`src/gp_kernel_pair_evaluator_unit_defines.svh`:
```
// Assertion macros used by the kernel pair evaluator sequencer
`ifndef GP_KERNEL_PAIR_EVALUATOR_UNIT_DEFINES_SVH
`define GP_KERNEL_PAIR_EVALUATOR_UNIT_DEFINES_SVH

// same-cycle implication
`define GPKPE_ASSERT_IMP(lbl, clk_s, rst_s, ante, cons) \
	lbl: assert property (@(posedge clk_s) disable iff (!rst_s) (ante) |-> (cons)) \
		else $error("gpkpe assertion failed");

// next-cycle implication
`define GPKPE_ASSERT_NXT(lbl, clk_s, rst_s, ante, cons) \
	lbl: assert property (@(posedge clk_s) disable iff (!rst_s) (ante) |=> (cons)) \
		else $error("gpkpe assertion failed");

`endif

```
`src/gpkpe_pkg.sv`:
```
// Types, constants and tables shared by the kernel pair evaluator
package gpkpe_pkg;

	localparam int COORD_WIDTH           = 24;
	localparam int PRODUCT_FRAC_BITS_DEF = 32;
	localparam int STEP_W                = 5;
	localparam logic [STEP_W-1:0] LAST_STEP = 5'd21;

	localparam logic [31:0] SQRT5_Q30 = 32'd2400959709;

	// configuration register indexes
	localparam logic [1:0] CFG_KERNEL_TYPE  = 2'd0;
	localparam logic [1:0] CFG_OUTPUT_SCALE = 2'd1;
	localparam logic [1:0] CFG_NUGGET       = 2'd2;

	localparam logic KT_MATERN = 1'b1;

	// datapath operations
	localparam logic [3:0] OP_NONE  = 4'd0;
	localparam logic [3:0] OP_LOAD  = 4'd1;
	localparam logic [3:0] OP_PREP  = 4'd2;
	localparam logic [3:0] OP_ARG   = 4'd3;
	localparam logic [3:0] OP_DIV   = 4'd4;
	localparam logic [3:0] OP_GW1   = 4'd5;
	localparam logic [3:0] OP_GW2   = 4'd6;
	localparam logic [3:0] OP_POLY1 = 4'd7;
	localparam logic [3:0] OP_POLY2 = 4'd8;
	localparam logic [3:0] OP_EXP   = 4'd9;
	localparam logic [3:0] OP_FAC   = 4'd10;
	localparam logic [3:0] OP_MUL1  = 4'd11;
	localparam logic [3:0] OP_MUL2  = 4'd12;
	localparam logic [3:0] OP_OUT1  = 4'd13;
	localparam logic [3:0] OP_OUT2  = 4'd14;

	typedef struct packed {
		logic signed [COORD_WIDTH-1:0] first_value;
		logic signed [COORD_WIDTH-1:0] second_value;
		logic [COORD_WIDTH-1:0]        dim_weight;
		logic                          latent_dim;
		logic                          on_diagonal;
		logic                          last_dim;
	} item_t;

	typedef struct packed {
		logic [31:0] kernel_value;
		logic        saturated;
	} result_t;

	typedef struct packed {
		logic [3:0]        op;
		logic [STEP_W-1:0] step;
	} cmd_t;

	typedef struct packed {
		logic matern;
		logic latent;
		logic last;
		logic div_skip;
		logic out_free;
	} sts_t;

	// exp(-2^(k-16)) in Q0.32
	function automatic logic [31:0] exp_bit(input logic [STEP_W-1:0] k);
		logic [31:0] e;
		case (k)
			5'd0:    e = 32'd4294901760;
			5'd1:    e = 32'd4294836226;
			5'd2:    e = 32'd4294705160;
			5'd3:    e = 32'd4294443040;
			5'd4:    e = 32'd4293918848;
			5'd5:    e = 32'd4292870656;
			5'd6:    e = 32'd4290775039;
			5'd7:    e = 32'd4286586875;
			5'd8:    e = 32'd4278222805;
			5'd9:    e = 32'd4261543595;
			5'd10:   e = 32'd4228380000;
			5'd11:   e = 32'd4162825044;
			5'd12:   e = 32'd4034748382;
			5'd13:   e = 32'd3790295335;
			5'd14:   e = 32'd3344923893;
			5'd15:   e = 32'd2605029347;
			5'd16:   e = 32'd1580030169;
			5'd17:   e = 32'd581260615;
			5'd18:   e = 32'd78665070;
			5'd19:   e = 32'd1440801;
			5'd20:   e = 32'd483;
			default: e = 32'd0;
		endcase
		return e;
	endfunction

endpackage

```
`src/gpkpe_ctrl.sv`:
```
// Sequencer for the kernel pair evaluator
`include "gp_kernel_pair_evaluator_unit_defines.svh"

module gpkpe_ctrl
	import gpkpe_pkg::*;
(
	input  logic clk,
	input  logic arst_n,
	input  logic item_valid,
	output logic item_ready,
	input  sts_t sts,
	output cmd_t cmd
);

	localparam logic [3:0] S_IDLE  = 4'd0;
	localparam logic [3:0] S_PREP  = 4'd1;
	localparam logic [3:0] S_ARG   = 4'd2;
	localparam logic [3:0] S_DIV   = 4'd3;
	localparam logic [3:0] S_GW1   = 4'd4;
	localparam logic [3:0] S_GW2   = 4'd5;
	localparam logic [3:0] S_POLY1 = 4'd6;
	localparam logic [3:0] S_POLY2 = 4'd7;
	localparam logic [3:0] S_EXP   = 4'd8;
	localparam logic [3:0] S_FAC   = 4'd9;
	localparam logic [3:0] S_MUL1  = 4'd10;
	localparam logic [3:0] S_MUL2  = 4'd11;
	localparam logic [3:0] S_OUT1  = 4'd12;
	localparam logic [3:0] S_OUT2  = 4'd13;

	logic [3:0]        state_q, state_n;
	logic [STEP_W-1:0] cnt_q, cnt_n;

	assign item_ready = (state_q == S_IDLE);

	always_comb begin
		state_n = state_q;
		cmd.op  = OP_NONE;
		cmd.step = cnt_q;
		cnt_n   = '0;
		case (state_q)
			S_IDLE: begin
				if (item_valid) begin
					cmd.op  = OP_LOAD;
					state_n = S_PREP;
				end
			end
			S_PREP: begin
				cmd.op  = OP_PREP;
				state_n = S_ARG;
			end
			S_ARG: begin
				cmd.op = OP_ARG;
				if (sts.matern) begin
					state_n = (sts.latent || sts.div_skip) ? S_POLY1 : S_DIV;
				end else begin
					state_n = S_GW1;
				end
			end
			S_DIV: begin
				cmd.op = OP_DIV;
				if (cnt_q == LAST_STEP) begin
					state_n = S_POLY1;
				end else begin
					cnt_n = cnt_q + 1'b1;
				end
			end
			S_GW1: begin
				cmd.op  = OP_GW1;
				state_n = sts.latent ? S_EXP : S_GW2;
			end
			S_GW2: begin
				cmd.op  = OP_GW2;
				state_n = S_EXP;
			end
			S_POLY1: begin
				cmd.op  = OP_POLY1;
				state_n = S_POLY2;
			end
			S_POLY2: begin
				cmd.op  = OP_POLY2;
				state_n = S_EXP;
			end
			S_EXP: begin
				cmd.op = OP_EXP;
				if (cnt_q == LAST_STEP) begin
					state_n = S_FAC;
				end else begin
					cnt_n = cnt_q + 1'b1;
				end
			end
			S_FAC: begin
				cmd.op  = OP_FAC;
				state_n = S_MUL1;
			end
			S_MUL1: begin
				cmd.op  = OP_MUL1;
				state_n = S_MUL2;
			end
			S_MUL2: begin
				cmd.op  = OP_MUL2;
				state_n = sts.last ? S_OUT1 : S_IDLE;
			end
			S_OUT1: begin
				cmd.op  = OP_OUT1;
				state_n = S_OUT2;
			end
			S_OUT2: begin
				if (sts.out_free) begin
					cmd.op  = OP_OUT2;
					state_n = S_IDLE;
				end
			end
			default: begin
				state_n = S_IDLE;
			end
		endcase
	end

	always_ff @(posedge clk or negedge arst_n) begin
		if (!arst_n) begin
			state_q <= S_IDLE;
			cnt_q   <= '0;
		end else begin
			state_q <= state_n;
			cnt_q   <= cnt_n;
		end
	end

	`GPKPE_ASSERT_NXT(a_accept_prep, clk, arst_n, item_valid && (state_q == S_IDLE), state_q == S_PREP)
	`GPKPE_ASSERT_IMP(a_step_range, clk, arst_n, (state_q == S_DIV) || (state_q == S_EXP), cnt_q <= LAST_STEP)
	`GPKPE_ASSERT_NXT(a_no_mid_result, clk, arst_n, (state_q == S_MUL2) && !sts.last, state_q == S_IDLE)

endmodule

```
`config.mk`:
```
export PLATFORM = sky130hd
export DESIGN_NAME = gpkpe_ctrl
export DESIGN_NICKNAME = d
export VERILOG_FILES = /design/src/gpkpe_pkg.sv /design/src/gpkpe_ctrl.sv
export VERILOG_INCLUDE_DIRS = /design/src /design/src/src
export SDC_FILE = /design/constraint.sdc
export NUM_CORES = 1
export LEC_CHECK = 0
export BUFFER_PORTS_ARGS = -buffer_cell sky130_fd_sc_hd__buf_2
export CORE_UTILIZATION = 50
export CTS_BUF_LIST = sky130_fd_sc_hd__clkbuf_4 sky130_fd_sc_hd__clkbuf_8 sky130_fd_sc_hd__clkbuf_16
export CTS_CLUSTER_DIAMETER = 30
export CTS_CLUSTER_SIZE = 12
export DETAILED_ROUTE_END_ITERATION = 12
export GPL_TIMING_DRIVEN = 0
export PLACE_DENSITY = 0.73
export SLEW_MARGIN = 25
export SYNTH_ARGS = -nofsm -noshare
export SYNTH_HDL_FRONTEND = slang
export SYNTH_SLANG_ARGS = --single-unit
```
`constraint.sdc`:
```
create_clock -name clk -period 2.3 [get_ports clk]
set_clock_uncertainty 0.2 [all_clocks]
set_input_delay 0.575 -clock clk [delete_from_list [all_inputs] [get_ports clk]]
set_output_delay 0.575 -clock clk [all_outputs]
set_load 0.05 [all_outputs]
```
==> results.json <==
{
  "mean_cell_area_of_the_mapped_netlist_um2": 8.37,
  "num-fill-cells": 107,
  "finalSetupViolCount": 0,
  "multiInputGateArea_um2": 455,
  "clkSlewWorstSetupHoldPaths_ps": 60,
  "tritoncts": "done",
  "cts_buffer_depth": 2,
  "total_wire_length_after_detailed_routing_um": 1640,
  "largest_driver_fanout_on_the_critical_path": 10,
  "synthDominantCellAreaShare": 0.324,
  "gp_congestion": 0.871,
  "number_of_antenna_violations_at_the_first_check_in_global_routing": 0,
  "post_synth_most_frequent_cells": "9 x dfrtp_1, 9 x nor2_1, 6 x o21ai_0, 5 x a21oi_1",
  "syn2layout_area_growth_pct": 34.8,
  "initial_utilization": 0.534,
  "number_of_setup_buffers_added_after_cts": 0,
  "worst_ir_drop_on_vdd_mv": 0.895,
  "r2r-start": "state_q[3]",
  "grt_remaining_overflow": 0,
  "yosysTopAreaCell": "dfrtp_1",
  "maxCapViolCount": 0,
  "fin_nets": 115,
  "gr-usage-all-layers": 0.230,
  "cts_buf_count": 3,
  "timing.critical_path.buf_inv": 3,
  "die_span_in_x_um": 39.3,
  "register_area_um2": 225,
  "synthesis.instances": 83,
  "worst_r2r_path_depth": 5,
  "firstDrtPassIters": 4,
  "setup.reg_to_reg.worst_slack_ps": 370,
  "yosys_register_bits": 9,
  "timing.critical_path.max_delay_family": "buffers and inverters",
  "startpoint_of_the_lowest_slack_hold_path": "cnt_q[0]",
  "slew_violations": 0,
  "ys_types": 35,
  "whs_endpoint": "cnt_q[0]",
  "cp.arrival_ps": 1470,
  "run_status": "finished, final reports clean",
  "max_slew_margin": 0.635,
  "yosysSeqAreaShare": 0.324,
  "cts_num_sinks": 9,
  "cts_root_buf": "clkbuf_4",
  "leakagePower_nw": 0.416,
  "syn_nets": 93,
  "post_route_cells_drive_above_1_share": 0.365,
  "die_h_um": 39.3,
  "setup-tns-final_ps": 0,
  "rows": 13,
  "route.vias.total": 744,
  "timing.critical_path.to_type": "output port",
  "n_antenna_cell": 0,
  "clk-insertion-delay-late_ps": 260,
  "final_period_minus_worst_setup_slack_ps": 2250,
  "critical_path.max_stage_delay_ps": 370,
  "hpwl_after_dpl_um": 1220,
  "reg2reg_to": "state_q[0]",
  "worst_hold_path.num_cells": 1,
  "tightestPinTransition_ps": 546,
  "port_buffers": 17,
  "final_core_utilization": 0.719,
  "worst-setup-path-type": "flop to output port",
  "drt_iter0_drc": 23,
  "core_area_um2": 1300,
  "critical_path.slowest_cell": "dfrtp_1",
  "timing.critical_path.mode_cell": "buf_8",
  "grt_pass1_vias": 556,
  "boundaryPins": 18,
  "viasPerCell": 6.25,
  "drc": 0,
  "min_path_type": "flop to flop",
  "die-area_um2": 1540,
  "drtAntennaViolNets": 0,
  "ys_dominant_reg_cell": "dfrtp_1",
  "wire_per_inst_um": 13.8,
  "final_count_of_hold_timing_violations": 0,
  "fmax_mhz": 445,
  "grt_pass1_wl_um": 2390,
  "yosysWarningCount": 0,
  "number_of_enable_type_register_cells_in_the_synthesized_netlist": 0,
  "cts-htree-levels": 1,
  "crit_path_cell_trace": "buf_6, buf_8, mux2i_1, a21oi_2, nor2_4, buf_8",
  "total_power_per_unit_cell_area_nw_per_um2": 1610,
  "design_area_um2": 936,
  "required_time_reported_for_the_critical_path_endpoint_ps": 1520,
  "synth.area.top_cells": "dfrtp_1 32%, a22o_1 5.0%, nor2_1 4.9%, o21ai_0 4.3%, nand4b_1 3.8%",
  "cp-start-kind": "flop",
  "dpl_cell_area_um2": 821,
  "final.period_utilization": 0.977,
  "netlist_area_um2": 694,
  "grt_max_degree": 20,
  "async_flop_share": 1.00
}
## final cells by class
class / count / area share
Buffer: 7 / 0.0802
Tap cell: 15 / 0.0201
Timing Repair Buffer: 18 / 0.124
Sequential cell: 9 / 0.241
Inverter: 4 / 0.0160
Multi-Input combinational cell: 62 / 0.487
Clock buffer: 4 / 0.0321
## worst max-delay path by stage
stage | slack [ps] | to | startpoint | cells after the start
after global placement | -100 | cmd[7] | state_q[0] | 6
after CTS | 10 | cmd[8] | state_q[0] | 5
after detailed placement | -110 | cmd[7] | state_q[0] | 6
final | 50 | cmd[7] | state_q[0] | 6
after floorplan | -190 | item_ready | state_q[0] | 3
after global routing | -0.4 | cmd[7] | state_q[0] | 6
## logic make-up (layout without fill, tap and decap cells)
| kind of cell | count (synthesis) | in the layout | synth area share |
|---|---|---|---|
| adders and majority gates | 2 | 2 | 0.0360 |
| xor gates and xnor gates | 3 | 3 | 0.0378 |
| DFF | 9 | 9 | 0.324 |
| AOI/OAI and AO/OA | 27 | 27 | 0.261 |
| muxes | 1 | 1 | 0.0144 |
| buffers and inverters | 12 | 33 | 0.0901 |
| and+or+nand+nor | 29 | 29 | 0.236 |
## state kept, by name, indices dropped and copies added, names as in the netlist
signal   cells
cnt_q        5
state_q      4
## per-stage QoR
| step | hold WS (ps) | power [mW] | cells | setup WS (ps) |
|---|---|---|---|---|
| final | 333 | 1.50 | 119 | 53.8 |
| after global routing | 374 | 1.60 | 119 | -0.438 |
| after CTS | 333 | 1.44 | 119 | 10.0 |
| after detailed placement | 236 | 1.21 | 115 | -107 |
| after global placement | 229 | 1.19 | 115 | -96.9 |
| after floorplan | 79.4 | 1.03 | 83 | -187 |
## where the power goes
group          total [mW]  switching (mW)  leakage [nW]  internal, mW
clock network       0.131          0.0529        0.0184        0.0785
registers           0.229          0.0253         0.118         0.204
logic                1.14           0.700         0.279         0.443
## repair_timing
item	CTS	global route
gates resized for setup	16	12
endpoints found under the hold margin	9	0
hold buffers	1	0
setup endpoints to repair	5	4
pin swaps	0	1
## cell usage in the layout (no fill, tap or decap), drive strengths merged, types with 2 or more instances in the layout
cell    count
a21oi       5
a22o        4
buf        24
clkbuf      4
dfrtp       9
ha          2
inv         4
nand2       2
nand3       4
nand4b      3
nor2        9
nor3        2
nor4        3
o21ai       6
o22ai       2
o31ai       2
xor2        2
## worst register-to-register path, cell delays in order (launching register included)
cell,delay [ps]
dfrtp_1,340
buf_6,180
and3b_1,230
o211ai_1,480
nand2_1,140
a22o_1,260
## per-layer routing
| metal | GRT usage | part of all wire | vias to the layer above | wire length, um |
|---|---|---|---|---|
| met3 | 0.0852 | 0.054 | 0 | 89 |
| met2 | 0.325 | 0.47 | 27 | 772 |
| met1 | 0.351 | 0.47 | 360 | 776 |
| li1 | - | - | 357 | - |
| met4 | 0 | 0 | 0 | 0 |
| met5 | 0 | 0 | - | 0 |
Note: power is estimated with default switching activity, not from simulation.
